File: config.mk
export PLATFORM = sky130hd
export DESIGN_NAME = dynamic_synapse_step_top
export DESIGN_NICKNAME = d
export VERILOG_FILES = /design/src/design/dss_pkg.sv /design/src/design/dss_ctrl.sv /design/src/design/dss_datapath.sv /design/src/design/dynamic_synapse_step_top.sv
export VERILOG_INCLUDE_DIRS = /design/src /design/src/design
export SDC_FILE = /design/constraint.sdc
export NUM_CORES = 2
export LEC_CHECK = 0
export ABC_AREA = 1
export BUFFER_PORTS_ARGS = -buffer_cell sky130_fd_sc_hd__buf_2
export CORE_ASPECT_RATIO = 0.75
export CORE_UTILIZATION = 45
export CTS_BUF_LIST = sky130_fd_sc_hd__clkbuf_16
export DETAILED_ROUTE_END_ITERATION = 12
export PLACE_DENSITY = 0.68
export SYNTH_ARGS = -nofsm -noshare
export SYNTH_HDL_FRONTEND = slang
export SYNTH_SLANG_ARGS = --single-unit
export TNS_END_PERCENT = 5
File: constraint.sdc
create_clock -name clk -period 8.4 [get_ports clk]
set_input_delay 1.26 -clock clk [delete_from_list [all_inputs] [get_ports clk]]
set_output_delay 1.26 -clock clk [all_outputs]
set_load 0.02 [all_outputs]
File: src/design/assert_macros.svh
// Assertion macros shared by the dynamic synapse RTL.
// Depends on a clock named clk and an active-low reset named rst_n in scope.
`ifndef ASSERT_MACROS_SVH
`define ASSERT_MACROS_SVH

// Property that holds on every clock edge outside reset.
`define DSS_ASSERT(label, prop, msg) \
  label: assert property (@(posedge clk) disable iff (!rst_n) (prop)) else $error(msg);

// Antecedent implies consequent on the next clock edge.
`define DSS_ASSERT_NEXT(label, ante, cons, msg) \
  label: assert property (@(posedge clk) disable iff (!rst_n) (ante) |=> (cons)) else $error(msg);

`endif

File: src/design/dss_pkg.sv
// Shared types, constants and helpers for the dynamic synapse block.
// No dependencies; used by dss_ctrl, dss_datapath and the top level.
`timescale 1ns / 1ps

package dss_pkg;

  localparam int TICK_W     = 32;
  localparam int CFG_IDX_W  = 3;
  localparam int CFG_DATA_W = 32;

  localparam logic [16:0] ONE_Q16 = 17'd65536;
  localparam logic [32:0] ONE_Q32 = 33'h1_0000_0000;
  localparam logic [28:0] LN2_Q24 = 29'd11629080;
  localparam logic [28:0] X_LIMIT = 29'd268435456;

  localparam logic [16:0] U_BASE_RST  = 17'd32768;
  localparam logic [23:0] DEPRESS_RST = 24'd1525;
  localparam logic [23:0] FACIL_RST   = 24'd33554;
  localparam logic [31:0] WEIGHT_RST  = 32'd0;
  localparam logic [16:0] DECAY_RST   = 17'd63386;

  localparam logic [3:0] TERMS = 4'd12;

  typedef enum logic [CFG_IDX_W-1:0] {
    REG_U_BASE  = 3'd0,
    REG_DEPRESS = 3'd1,
    REG_FACIL   = 3'd2,
    REG_WEIGHT  = 3'd3,
    REG_DECAY   = 3'd4
  } cfg_reg_t;

  typedef enum logic [4:0] {
    OP_NOP,
    OP_LOAD,
    OP_ARG_MUL,
    OP_ARG_SAT,
    OP_RED,
    OP_EXP_INIT,
    OP_FT,
    OP_DIV_LD,
    OP_DIV,
    OP_T_UPD,
    OP_EXP_FIN,
    OP_M1,
    OP_A,
    OP_M2,
    OP_RW,
    OP_M3,
    OP_P,
    OP_M4,
    OP_UW,
    OP_M5,
    OP_PD,
    OP_M6,
    OP_UR,
    OP_M7,
    OP_PW,
    OP_FIN
  } op_t;

  typedef struct packed {
    op_t  op;
    logic sel_f;
  } cmd_t;

  typedef struct packed {
    logic seen;
    logic spike;
    logic red_done;
    logic last_term;
    logic out_free;
  } stat_t;

  // Q16 rounding, half up.
  function automatic logic [49:0] round16(input logic [65:0] p);
    logic [65:0] s;
    s = p + 66'd32768;
    return s[65:16];
  endfunction

  function automatic logic [16:0] clamp_one(input logic [49:0] v);
    return (v > 50'(ONE_Q16)) ? ONE_Q16 : v[16:0];
  endfunction

  // Exact floor division of a 32-bit value by the series index:
  // q = (n * recip_mul(d)) >> recip_sh(d).
  function automatic logic [32:0] recip_mul(input logic [3:0] d);
    case (d)
      4'd1, 4'd2, 4'd4, 4'd8: return 33'h1_0000_0000;
      4'd3, 4'd6, 4'd12:      return 33'd5726623062;
      4'd5, 4'd10:            return 33'd6871947674;
      4'd7:                   return 33'd4908534053;
      4'd9:                   return 33'd7635497416;
      4'd11:                  return 33'd6247225158;
      default:                return 33'h1_0000_0000;
    endcase
  endfunction

  function automatic logic [5:0] recip_sh(input logic [3:0] d);
    case (d)
      4'd1:                         return 6'd32;
      4'd2:                         return 6'd33;
      4'd3, 4'd4:                   return 6'd34;
      4'd5, 4'd6, 4'd7, 4'd8:       return 6'd35;
      default:                      return 6'd36;
    endcase
  endfunction

endpackage

File: src/design/dss_ctrl.sv
// Sequencer for the dynamic synapse: steps the shared datapath op by op.
// Depends on dss_pkg and assert_macros.svh.
`timescale 1ns / 1ps
`include "assert_macros.svh"

module dss_ctrl (
  input  logic           clk,
  input  logic           rst_n,
  input  logic           in_valid,
  output logic           in_stall,
  input  dss_pkg::stat_t stat,
  output dss_pkg::cmd_t  cmd
);
  import dss_pkg::*;

  typedef enum logic [4:0] {
    S_IDLE, S_ARG_MUL, S_ARG_SAT, S_RED, S_EXP_INIT, S_FT, S_DIV_LD, S_DIV,
    S_T_UPD, S_EXP_FIN, S_M1, S_A, S_M2, S_RW, S_M3, S_P, S_M4, S_UW,
    S_M5, S_PD, S_M6, S_UR, S_M7, S_PW, S_FIN
  } state_t;

  state_t state_r, state_nxt;
  logic   sel_f_r, sel_f_nxt;
  op_t    op;

  assign in_stall  = (state_r != S_IDLE);
  assign cmd.op    = op;
  assign cmd.sel_f = sel_f_r;

  always_comb begin
    state_nxt = state_r;
    sel_f_nxt = sel_f_r;
    op        = OP_NOP;
    case (state_r)
      S_IDLE: begin
        if (in_valid) begin
          op        = OP_LOAD;
          sel_f_nxt = 1'b0;
          state_nxt = S_M5;
        end
      end
      S_ARG_MUL:  begin op = OP_ARG_MUL;  state_nxt = S_ARG_SAT; end
      S_ARG_SAT:  begin op = OP_ARG_SAT;  state_nxt = S_RED; end
      S_RED: begin
        op = OP_RED;
        if (stat.red_done) state_nxt = S_EXP_INIT;
      end
      S_EXP_INIT: begin op = OP_EXP_INIT; state_nxt = S_FT; end
      S_FT:       begin op = OP_FT;       state_nxt = S_DIV_LD; end
      S_DIV_LD:   begin op = OP_DIV_LD;   state_nxt = S_DIV; end
      S_DIV:      begin op = OP_DIV;      state_nxt = S_T_UPD; end
      S_T_UPD: begin
        op        = OP_T_UPD;
        state_nxt = stat.last_term ? S_EXP_FIN : S_FT;
      end
      S_EXP_FIN: begin
        op = OP_EXP_FIN;
        if (!sel_f_r) begin
          sel_f_nxt = 1'b1;
          state_nxt = S_ARG_MUL;
        end else begin
          state_nxt = S_M1;
        end
      end
      S_M1: begin op = OP_M1; state_nxt = S_A; end
      S_A:  begin op = OP_A;  state_nxt = S_M2; end
      S_M2: begin op = OP_M2; state_nxt = S_RW; end
      S_RW: begin op = OP_RW; state_nxt = S_M3; end
      S_M3: begin op = OP_M3; state_nxt = S_P; end
      S_P:  begin op = OP_P;  state_nxt = S_M4; end
      S_M4: begin op = OP_M4; state_nxt = S_UW; end
      S_UW: begin op = OP_UW; state_nxt = S_M5; end
      S_M5: begin
        // recover r and u first when a spike follows an earlier one
        if (stat.spike && stat.seen && sel_f_r == 1'b0) begin
          state_nxt = S_ARG_MUL;
        end else begin
          op        = OP_M5;
          state_nxt = S_PD;
        end
      end
      S_PD: begin
        op        = OP_PD;
        state_nxt = stat.spike ? S_M6 : S_FIN;
      end
      S_M6: begin op = OP_M6; state_nxt = S_UR; end
      S_UR: begin op = OP_UR; state_nxt = S_M7; end
      S_M7: begin op = OP_M7; state_nxt = S_PW; end
      S_PW: begin op = OP_PW; state_nxt = S_FIN; end
      S_FIN: begin
        if (stat.out_free) begin
          op        = OP_FIN;
          state_nxt = S_IDLE;
        end
      end
      default: state_nxt = S_IDLE;
    endcase
  end

  always_ff @(posedge clk) begin
    if (!rst_n) begin
      state_r <= S_IDLE;
      sel_f_r <= 1'b0;
    end else begin
      state_r <= state_nxt;
      // mark recovery done so S_M5 does not loop back
      sel_f_r <= (state_r == S_UW) ? 1'b1 : sel_f_nxt;
    end
  end

  `DSS_ASSERT_NEXT(a_fin_to_idle, state_r == S_FIN && stat.out_free, state_r == S_IDLE, "result beat not retired")

endmodule

File: src/design/dss_datapath.sv
// Datapath of the dynamic synapse: config registers, state, one shared
// multiplier (also used for the reciprocal division by the series index)
// and the output register. Depends on dss_pkg and assert_macros.svh.
`timescale 1ns / 1ps
`include "assert_macros.svh"

module dss_datapath (
  input  logic                             clk,
  input  logic                             rst_n,
  input  logic                             cfg_we,
  input  logic [dss_pkg::CFG_IDX_W-1:0]    cfg_index,
  input  logic [dss_pkg::CFG_DATA_W-1:0]   cfg_data,
  input  logic                             in_spike_in,
  input  dss_pkg::cmd_t                    cmd,
  output dss_pkg::stat_t                   stat,
  output logic                             out_valid,
  input  logic                             out_stall,
  output logic signed [31:0]               out_psr_out
);
  import dss_pkg::*;

  logic [16:0]        u_base_r, decay_r;
  logic [23:0]        depress_r, facil_r;
  logic signed [31:0] weight_r;

  logic               seen_r, spike_r;
  logic [TICK_W-1:0]  ticks_r;
  logic [16:0]        r_r, u_r, tmp_r, er_r, eu_r;
  logic signed [31:0] psr_r;
  logic signed [33:0] acc_r;

  logic [65:0] prod_r;
  logic [28:0] x_r;
  logic [4:0]  k_r;
  logic        big_r;
  logic [31:0] f_r;
  logic [32:0] t_r;
  logic [3:0]  i_r;
  logic [31:0] dq_r;

  logic               out_valid_r;
  logic signed [31:0] out_psr_r;

  logic [32:0] mul_a, mul_b;
  logic [64:0] n_ext;
  logic        n_big;
  logic [23:0] rate;
  logic [31:0] psr_mag, w_mag;
  logic [49:0] rnd;
  logic [31:0] quo;
  logic [5:0]  sh;
  logic [39:0] exp_sum;
  logic [16:0] exp_val;
  logic [33:0] p34;
  logic signed [33:0] acc_sat_in;
  logic signed [31:0] psr_new;
  logic [17:0] u_sum;

  assign n_ext   = 65'(ticks_r);
  assign n_big   = n_ext >= 65'(X_LIMIT);
  assign rate    = cmd.sel_f ? facil_r : depress_r;
  assign psr_mag = psr_r[31] ? 32'(-psr_r) : 32'(psr_r);
  assign w_mag   = weight_r[31] ? 32'(-weight_r) : 32'(weight_r);
  assign rnd     = round16(prod_r);
  assign p34     = 34'(rnd[31:0]);
  assign quo     = 32'(prod_r >> recip_sh(i_r));
  assign sh      = 6'(k_r) + 6'd16;
  assign exp_sum = 40'(t_r) + (40'd1 << (sh - 6'd1));
  assign exp_val = big_r ? 17'd0 : 17'(exp_sum >> sh);
  assign u_sum   = 18'(u_base_r) + 18'(rnd[16:0]);
  assign acc_sat_in = acc_r;
  assign psr_new = (acc_sat_in > 34'sd2147483647)  ? 32'sh7FFF_FFFF :
                   (acc_sat_in < -34'sd2147483648) ? 32'sh8000_0000 :
                   32'(acc_sat_in);

  always_comb begin
    mul_a = '0;
    mul_b = '0;
    case (cmd.op)
      OP_ARG_MUL: begin mul_a = 33'(n_ext[27:0]); mul_b = 33'(rate); end
      OP_FT:      begin mul_a = 33'(f_r);         mul_b = t_r; end
      OP_DIV:     begin mul_a = 33'(dq_r);        mul_b = recip_mul(i_r); end
      OP_M1:      begin mul_a = 33'(r_r);         mul_b = 33'(ONE_Q16 - u_r); end
      OP_M2:      begin mul_a = 33'(tmp_r);       mul_b = 33'(er_r); end
      OP_M3:      begin mul_a = 33'(u_r);         mul_b = 33'(ONE_Q16 - u_base_r); end
      OP_M4:      begin mul_a = 33'(tmp_r);       mul_b = 33'(eu_r); end
      OP_M5:      begin mul_a = 33'(psr_mag);     mul_b = 33'(decay_r); end
      OP_M6:      begin mul_a = 33'(u_r);         mul_b = 33'(r_r); end
      OP_M7:      begin mul_a = 33'(w_mag);       mul_b = 33'(tmp_r); end
      default:    begin mul_a = '0;               mul_b = '0; end
    endcase
  end

  assign stat.seen      = seen_r;
  assign stat.spike     = spike_r;
  assign stat.red_done  = x_r < LN2_Q24;
  assign stat.last_term = i_r == 4'd1;
  assign stat.out_free  = !out_valid_r || !out_stall;

  assign out_valid   = out_valid_r;
  assign out_psr_out = out_psr_r;

  // configuration registers
  always_ff @(posedge clk) begin
    if (!rst_n) begin
      u_base_r  <= U_BASE_RST;
      depress_r <= DEPRESS_RST;
      facil_r   <= FACIL_RST;
      weight_r  <= WEIGHT_RST;
      decay_r   <= DECAY_RST;
    end else if (cfg_we) begin
      case (cfg_index)
        REG_U_BASE:  u_base_r  <= clamp_one(50'(cfg_data[16:0]));
        REG_DEPRESS: depress_r <= cfg_data[23:0];
        REG_FACIL:   facil_r   <= cfg_data[23:0];
        REG_WEIGHT:  weight_r  <= cfg_data;
        REG_DECAY:   decay_r   <= clamp_one(50'(cfg_data[16:0]));
        default: ;
      endcase
    end
  end

  // synapse state and output beat
  always_ff @(posedge clk) begin
    if (!rst_n) begin
      seen_r      <= 1'b0;
      ticks_r     <= '0;
      r_r         <= ONE_Q16;
      u_r         <= U_BASE_RST;
      psr_r       <= '0;
      out_valid_r <= 1'b0;
      out_psr_r   <= '0;
    end else begin
      // hold a stalled beat, load a new one at the final step
      out_valid_r <= (cmd.op == OP_FIN) || (out_valid_r && out_stall);
      case (cmd.op)
        OP_RW: r_r <= ONE_Q16 - clamp_one(rnd);
        OP_UW: u_r <= (u_sum > 18'(ONE_Q16)) ? ONE_Q16 : u_sum[16:0];
        OP_FIN: begin
          psr_r     <= psr_new;
          out_psr_r <= psr_new;
          if (spike_r) begin
            seen_r  <= 1'b1;
            ticks_r <= TICK_W'(1);
          end else if (ticks_r != {TICK_W{1'b1}}) begin
            ticks_r <= ticks_r + TICK_W'(1);
          end
        end
        default: ;
      endcase
    end
  end

  // working registers
  always_ff @(posedge clk) begin
    prod_r <= mul_a * mul_b;
    case (cmd.op)
      OP_LOAD: spike_r <= in_spike_in;
      OP_ARG_SAT: begin
        k_r <= '0;
        if (rate == '0) begin
          x_r   <= '0;
          big_r <= 1'b0;
        end else if (n_big || prod_r >= 66'(X_LIMIT)) begin
          x_r   <= X_LIMIT;
          big_r <= 1'b1;
        end else begin
          x_r   <= prod_r[28:0];
          big_r <= 1'b0;
        end
      end
      OP_RED: begin
        if (x_r >= LN2_Q24) begin
          x_r <= x_r - LN2_Q24;
          k_r <= k_r + 5'd1;
        end
      end
      OP_EXP_INIT: begin
        f_r <= {x_r[23:0], 8'd0};
        t_r <= ONE_Q32;
        i_r <= TERMS;
      end
      OP_DIV_LD: dq_r <= prod_r[63:32];
      OP_T_UPD: begin
        t_r <= ONE_Q32 - 33'(quo);
        i_r <= i_r - 4'd1;
      end
      OP_EXP_FIN: begin
        if (cmd.sel_f) eu_r <= exp_val;
        else           er_r <= exp_val;
      end
      OP_A:  tmp_r <= ONE_Q16 - clamp_one(rnd);
      OP_P:  tmp_r <= rnd[16:0];
      OP_UR: tmp_r <= rnd[16:0];
      OP_PD: acc_r <= psr_r[31] ? -$signed(p34) : $signed(p34);
      OP_PW: acc_r <= acc_r + (weight_r[31] ? -$signed(p34) : $signed(p34));
      default: ;
    endcase
  end

  `DSS_ASSERT(a_ru_range, r_r <= ONE_Q16 && u_r <= ONE_Q16, "r or u above 1.0")
  `DSS_ASSERT(a_div_index, cmd.op != OP_DIV || (i_r != 4'd0 && i_r <= TERMS), "bad series index")
  `DSS_ASSERT(a_reduced, cmd.op != OP_EXP_INIT || x_r < LN2_Q24, "exp argument not reduced")

endmodule

File: src/design/dynamic_synapse_step_top.sv
// Top level of the dynamic synapse step block.
// Depends on dss_pkg, dss_ctrl and dss_datapath.
`timescale 1ns / 1ps
//
// Usage:
//   One input beat (in_spike_in) is one simulation tick; every tick yields
//   one output beat carrying the postsynaptic response out_psr_out (Q16.16).
//   Both channels use valid/stall; a beat moves when valid is high and stall
//   is low. Registers are written through cfg_we/cfg_index/cfg_data; the
//   user must do so only while the block is idle, as the block itself does
//   not enforce it. The work per tick grows from a tick without spike to a
//   spike with no earlier spike to a spike after an earlier one. That last
//   case is dominated by the two exponentials: each runs 12 Horner terms
//   (a product, a reciprocal multiply for the division by the term index,
//   the update) plus the ln2 range reduction.
//   One tick is in flight at a time; in_stall is high while it is worked on,
//   and the next tick is taken the cycle after the result is loaded.
//   The result sits in an output register, so a new tick is taken while a
//   finished result still waits; a stalled result holds, and the sequencer
//   waits at its final step until the output register frees up.
//   Reset (synchronous, rst_n low) restores registers and synapse state to
//   their defaults and drops any pending output beat.
//
module dynamic_synapse_step_top (
  input  logic                           clk,
  input  logic                           rst_n,
  input  logic                           cfg_we,
  input  logic [dss_pkg::CFG_IDX_W-1:0]  cfg_index,
  input  logic [dss_pkg::CFG_DATA_W-1:0] cfg_data,
  input  logic                           in_valid,
  output logic                           in_stall,
  input  logic                           in_spike_in,
  output logic                           out_valid,
  input  logic                           out_stall,
  output logic signed [31:0]             out_psr_out
);
  import dss_pkg::*;

  cmd_t  cmd;
  stat_t stat;

  dss_ctrl u_ctrl (
    .clk      (clk),
    .rst_n    (rst_n),
    .in_valid (in_valid),
    .in_stall (in_stall),
    .stat     (stat),
    .cmd      (cmd)
  );

  dss_datapath u_dp (
    .clk         (clk),
    .rst_n       (rst_n),
    .cfg_we      (cfg_we),
    .cfg_index   (cfg_index),
    .cfg_data    (cfg_data),
    .in_spike_in (in_spike_in),
    .cmd         (cmd),
    .stat        (stat),
    .out_valid   (out_valid),
    .out_stall   (out_stall),
    .out_psr_out (out_psr_out)
  );

endmodule
==> impl_metrics.yaml <==
yosys:
  ys_warn_count: 0
  netlist-cell-type-count: 78
  yosysSeqAreaShare_pct: 18.1
  syn_area_per_cell_um2: 7.46
  synthCells: 9286
  async_flop_share_pct: 0
  yosys.area.top_type: "fa_1"
  synth_area_um2: 69300
  synth_ff_type: "dfxtp_1"
  ys_top_cells_by_count: "1952 x inv_1, 1941 x nand2_1, 928 x fa_1"
  synth_most_common_cell: "inv_1"
  synth_edf_count: 214
  synth_nets: 10600
  synth_top_area_share_pct: 26.8
  synth.area.top_cells: "fa_1 27%, inv_1 11%, nand2_1 11%, edfxtp_1 9.3%, dfxtp_1 8.8%"
  ys_seq_elements: 520
grt:
  grt_max_degree: 104
  grt_util_met1_pct: 55.3
  grt_util_met2_pct: 49.9
  grt_usage_pct: 36.4
  top_usage_layer: "met1"
  grt_pass1_vias: 65400
  grt_pass1_wl_um: 421000
  grt_overflow: 0
  antenna_found_initial: 7
  met3_usage_pct: 11.1
detailed_routing:
  viasPerCell: 5.55
  ant_nets: 0
  remaining_drc_errors: 0
  wl_um: 286000
  via_count: 67800
  dr.first_iter.drc_count: 8299
  wire_per_inst_um: 23.4
  dr.pass1.iters: 7
final_layout:
  fin_nets: 11500
  drive_above_1_share_pct: 17.8
  final_area_um2: 84200
  final_cells: 12200
  regArea_um2: 12600
  area_growth_pct: 21.6
  multi_input_area_um2: 50200
  fillers: 14400
clocking:
  worstSkewPairLatency_ns: 0.65
  cts_tree: "built"
  clk_pin_slew_worst_paths_ns: 0.07
  numCtsBuffers: 53
  htreeDepth: 2
  cts.sink_count: 520
  cts_root_buffer: "clkbuf_16"
  cts_max_path_buffers: 3
placed_design:
  dp_hpwl_um: 238000
  io_buffers: 74
  gp_congestion: 1.03
  dp_cells: 12100
  dpl-instance-area_um2: 79400
sta:
  fin_ws_ns: -0.810
  max_freq_mhz: 109
  rsz0062_at_grt: "yes"
  final-setup-viol-count: 47
  finalCriticalPeriod_ns: 9.21
  finalHoldViolCount: 0
  hold-worst-slack_ns: 0.472
  tightest_slew_ns: 1.22
  tns_ns: -28.26
  maxSlewViolCount: 0
  max_slew_margin_pct: 17.6
  fin_crit_sh_pct: 110
  fin_skew_ns: 0.0403
worst_setup_path:
  cp_slowest_stage_delay_ns: 0.60
  worstPathMaxFanout: 6
  cp_slowest_cell: "fa_2"
  crit_top_cell: "inv_1"
  startpoint_type: "flop"
  path_class: "flop to flop"
  worstPathArrival_ns: 9.76
  required_ns: 8.95
  crit_path_end_kind: "flop"
status:
  status: "finished, violations left"
  violations: "negative setup slack"
run:
  cap_violations: 0
floorplanning:
  die_w_um: 455
  core_um2: 153000
  rows: 124
  die_h_um: 342
  dieArea_um2: 156000
  start_util_pct: 45.4
  ioPinCount: 75
worst_hold_path:
  min_path_type: "flop to flop"
pwr:
  power.leakage_nw: 42.5
  power.density_nw_per_um2: 188
  ir_drop_mv: 0.201
-- final cells by class --
| type | count | area share, % |
|---|---|---|
| multi-input cells | 6407 | 59.6 |
| flip-flops and latches | 520 | 14.9 |
| repair buffers | 1172 | 11.6 |
| inverters | 2004 | 8.97 |
| well taps | 2016 | 2.99 |
| clock buffers | 53 | 1.57 |
| clock inverters | 45 | 0.373 |
| diodes | 3 | 0.00891 |
-- cells in the final DEF (no fill, tap or decap), types with 30 or more instances in the layout --
cell,n
nor2_1,797
ha_1,324
fa_1,885
fa_2,43
clkinv_1,30
nor2_4,34
xnor2_1,40
a21oi_1,447
buf_4,973
nor3_1,87
o21ai_1,48
nand4_1,80
buf_2,75
clkbuf_16,54
buf_12,69
ha_4,44
dfxtp_1,297
o211ai_1,47
inv_2,77
nor2_2,57
xor2_1,138
nand2_2,53
buf_6,45
mux2i_1,44
a221oi_1,30
a31oi_1,58
edfxtp_1,214
o21ai_0,453
nand2_1,1893
inv_1,1903
nand3_1,331
-- stage by stage --
stage	util [%]	total power, W	setup WS, ns
2_1_floorplan	-	0.00806	-0.0457
5_1_grt	55.2	0.0165	-1.16
4_1_cts	54.3	0.0151	-0.782
3_5_place_dp	52.0	0.0123	-1.49
3_3_place_gp	52.0	0.0123	-1.43
6_report	55.2	0.0158	-0.810
-- timing repair --
item                                    in CTS  in global routing
buffers inserted                            30                 36
hold buffers                                 0                  0
gates resized for setup                    312                298
pin swaps                                   97                206
cloned                                       4                  2
endpoints found under the setup margin      52                 53
-- per-layer routing --
layer | wire length (µm) | vias up | part of all wire (%)
met4 | 8160 | 6 | 2.8
li1 | - | 30600 | -
met1 | 127000 | 33300 | 44
met3 | 38200 | 360 | 13
met5 | 40 | - | 0.014
met2 | 113000 | 3582 | 39
-- registers in the layout, summed over array words and instances (netlist names), 4 cells and up, named ones only --
| signal | count |
|---|---|
| u_dp.prod_r | 65 |
| u_dp.u_r | 17 |
| u_dp.f_r | 24 |
| u_dp.ticks_r | 32 |
| u_dp.x_r | 29 |
| u_dp.acc_r | 34 |
| u_dp.facil_r | 24 |
| u_dp.i_r | 4 |
| u_dp.u_base_r | 17 |
| u_dp.decay_r | 17 |
| u_dp.tmp_r | 17 |
| u_dp.er_r | 17 |
| u_dp.r_r | 17 |
| u_dp.depress_r | 24 |
| u_dp.dq_r | 32 |
| u_ctrl.state_r | 5 |
| u_dp.k_r | 5 |
| u_dp.psr_r | 32 |
| u_dp.eu_r | 17 |
| u_dp.weight_r | 32 |
| u_dp.t_r | 33 |
-- where the power goes --
group | switching, W | internal (W)
Clock | 0.00117 | 0.00122
Combinational | 0.00648 | 0.00357
Sequential | 0.000345 | 0.00306
-- critical path, delay by kind of cell (launching register included) --
family	cells	cell delay, ns
AO/OA/AOI/OAI	8	1.62
XOR/XNOR	1	0.15
adder cells (fa/ha/maj)	9	4.40
buffers and inverters	16	1.75
flip-flops	1	0.41
AND/OR/NAND/NOR	7	0.75
-- logic make-up after synthesis --
family,synth area share (%)
flip-flops,18.1
AO/OA/AOI/OAI,11.1
XOR/XNOR,2.69
adder cells (fa/ha/maj),33.5
multiplexers,0.635
buffers and inverters,12.9
AND/OR/NAND/NOR,21.1
-- worst paths after layout --
| check | startpoint | end | slack, ns | cells past startpoint |
|---|---|---|---|---|
| min | u_dp.u_r[12]$_SDFFE_PN0N_ | u_dp.u_r[12]$_SDFFE_PN0N_ | 0.47 | 2 |
| min reg2reg | u_dp.u_r[12]$_SDFFE_PN0N_ | u_dp.u_r[12]$_SDFFE_PN0N_ | 0.47 | 2 |
| max reg2reg | u_ctrl.state_r[2]$_SDFFE_PN0P_ | u_dp.prod_r[61]$_DFF_P_ | -0.81 | 41 |
| max | u_ctrl.state_r[2]$_SDFFE_PN0P_ | u_dp.prod_r[61]$_DFF_P_ | -0.81 | 41 |
(Power assumes the default switching activity.)
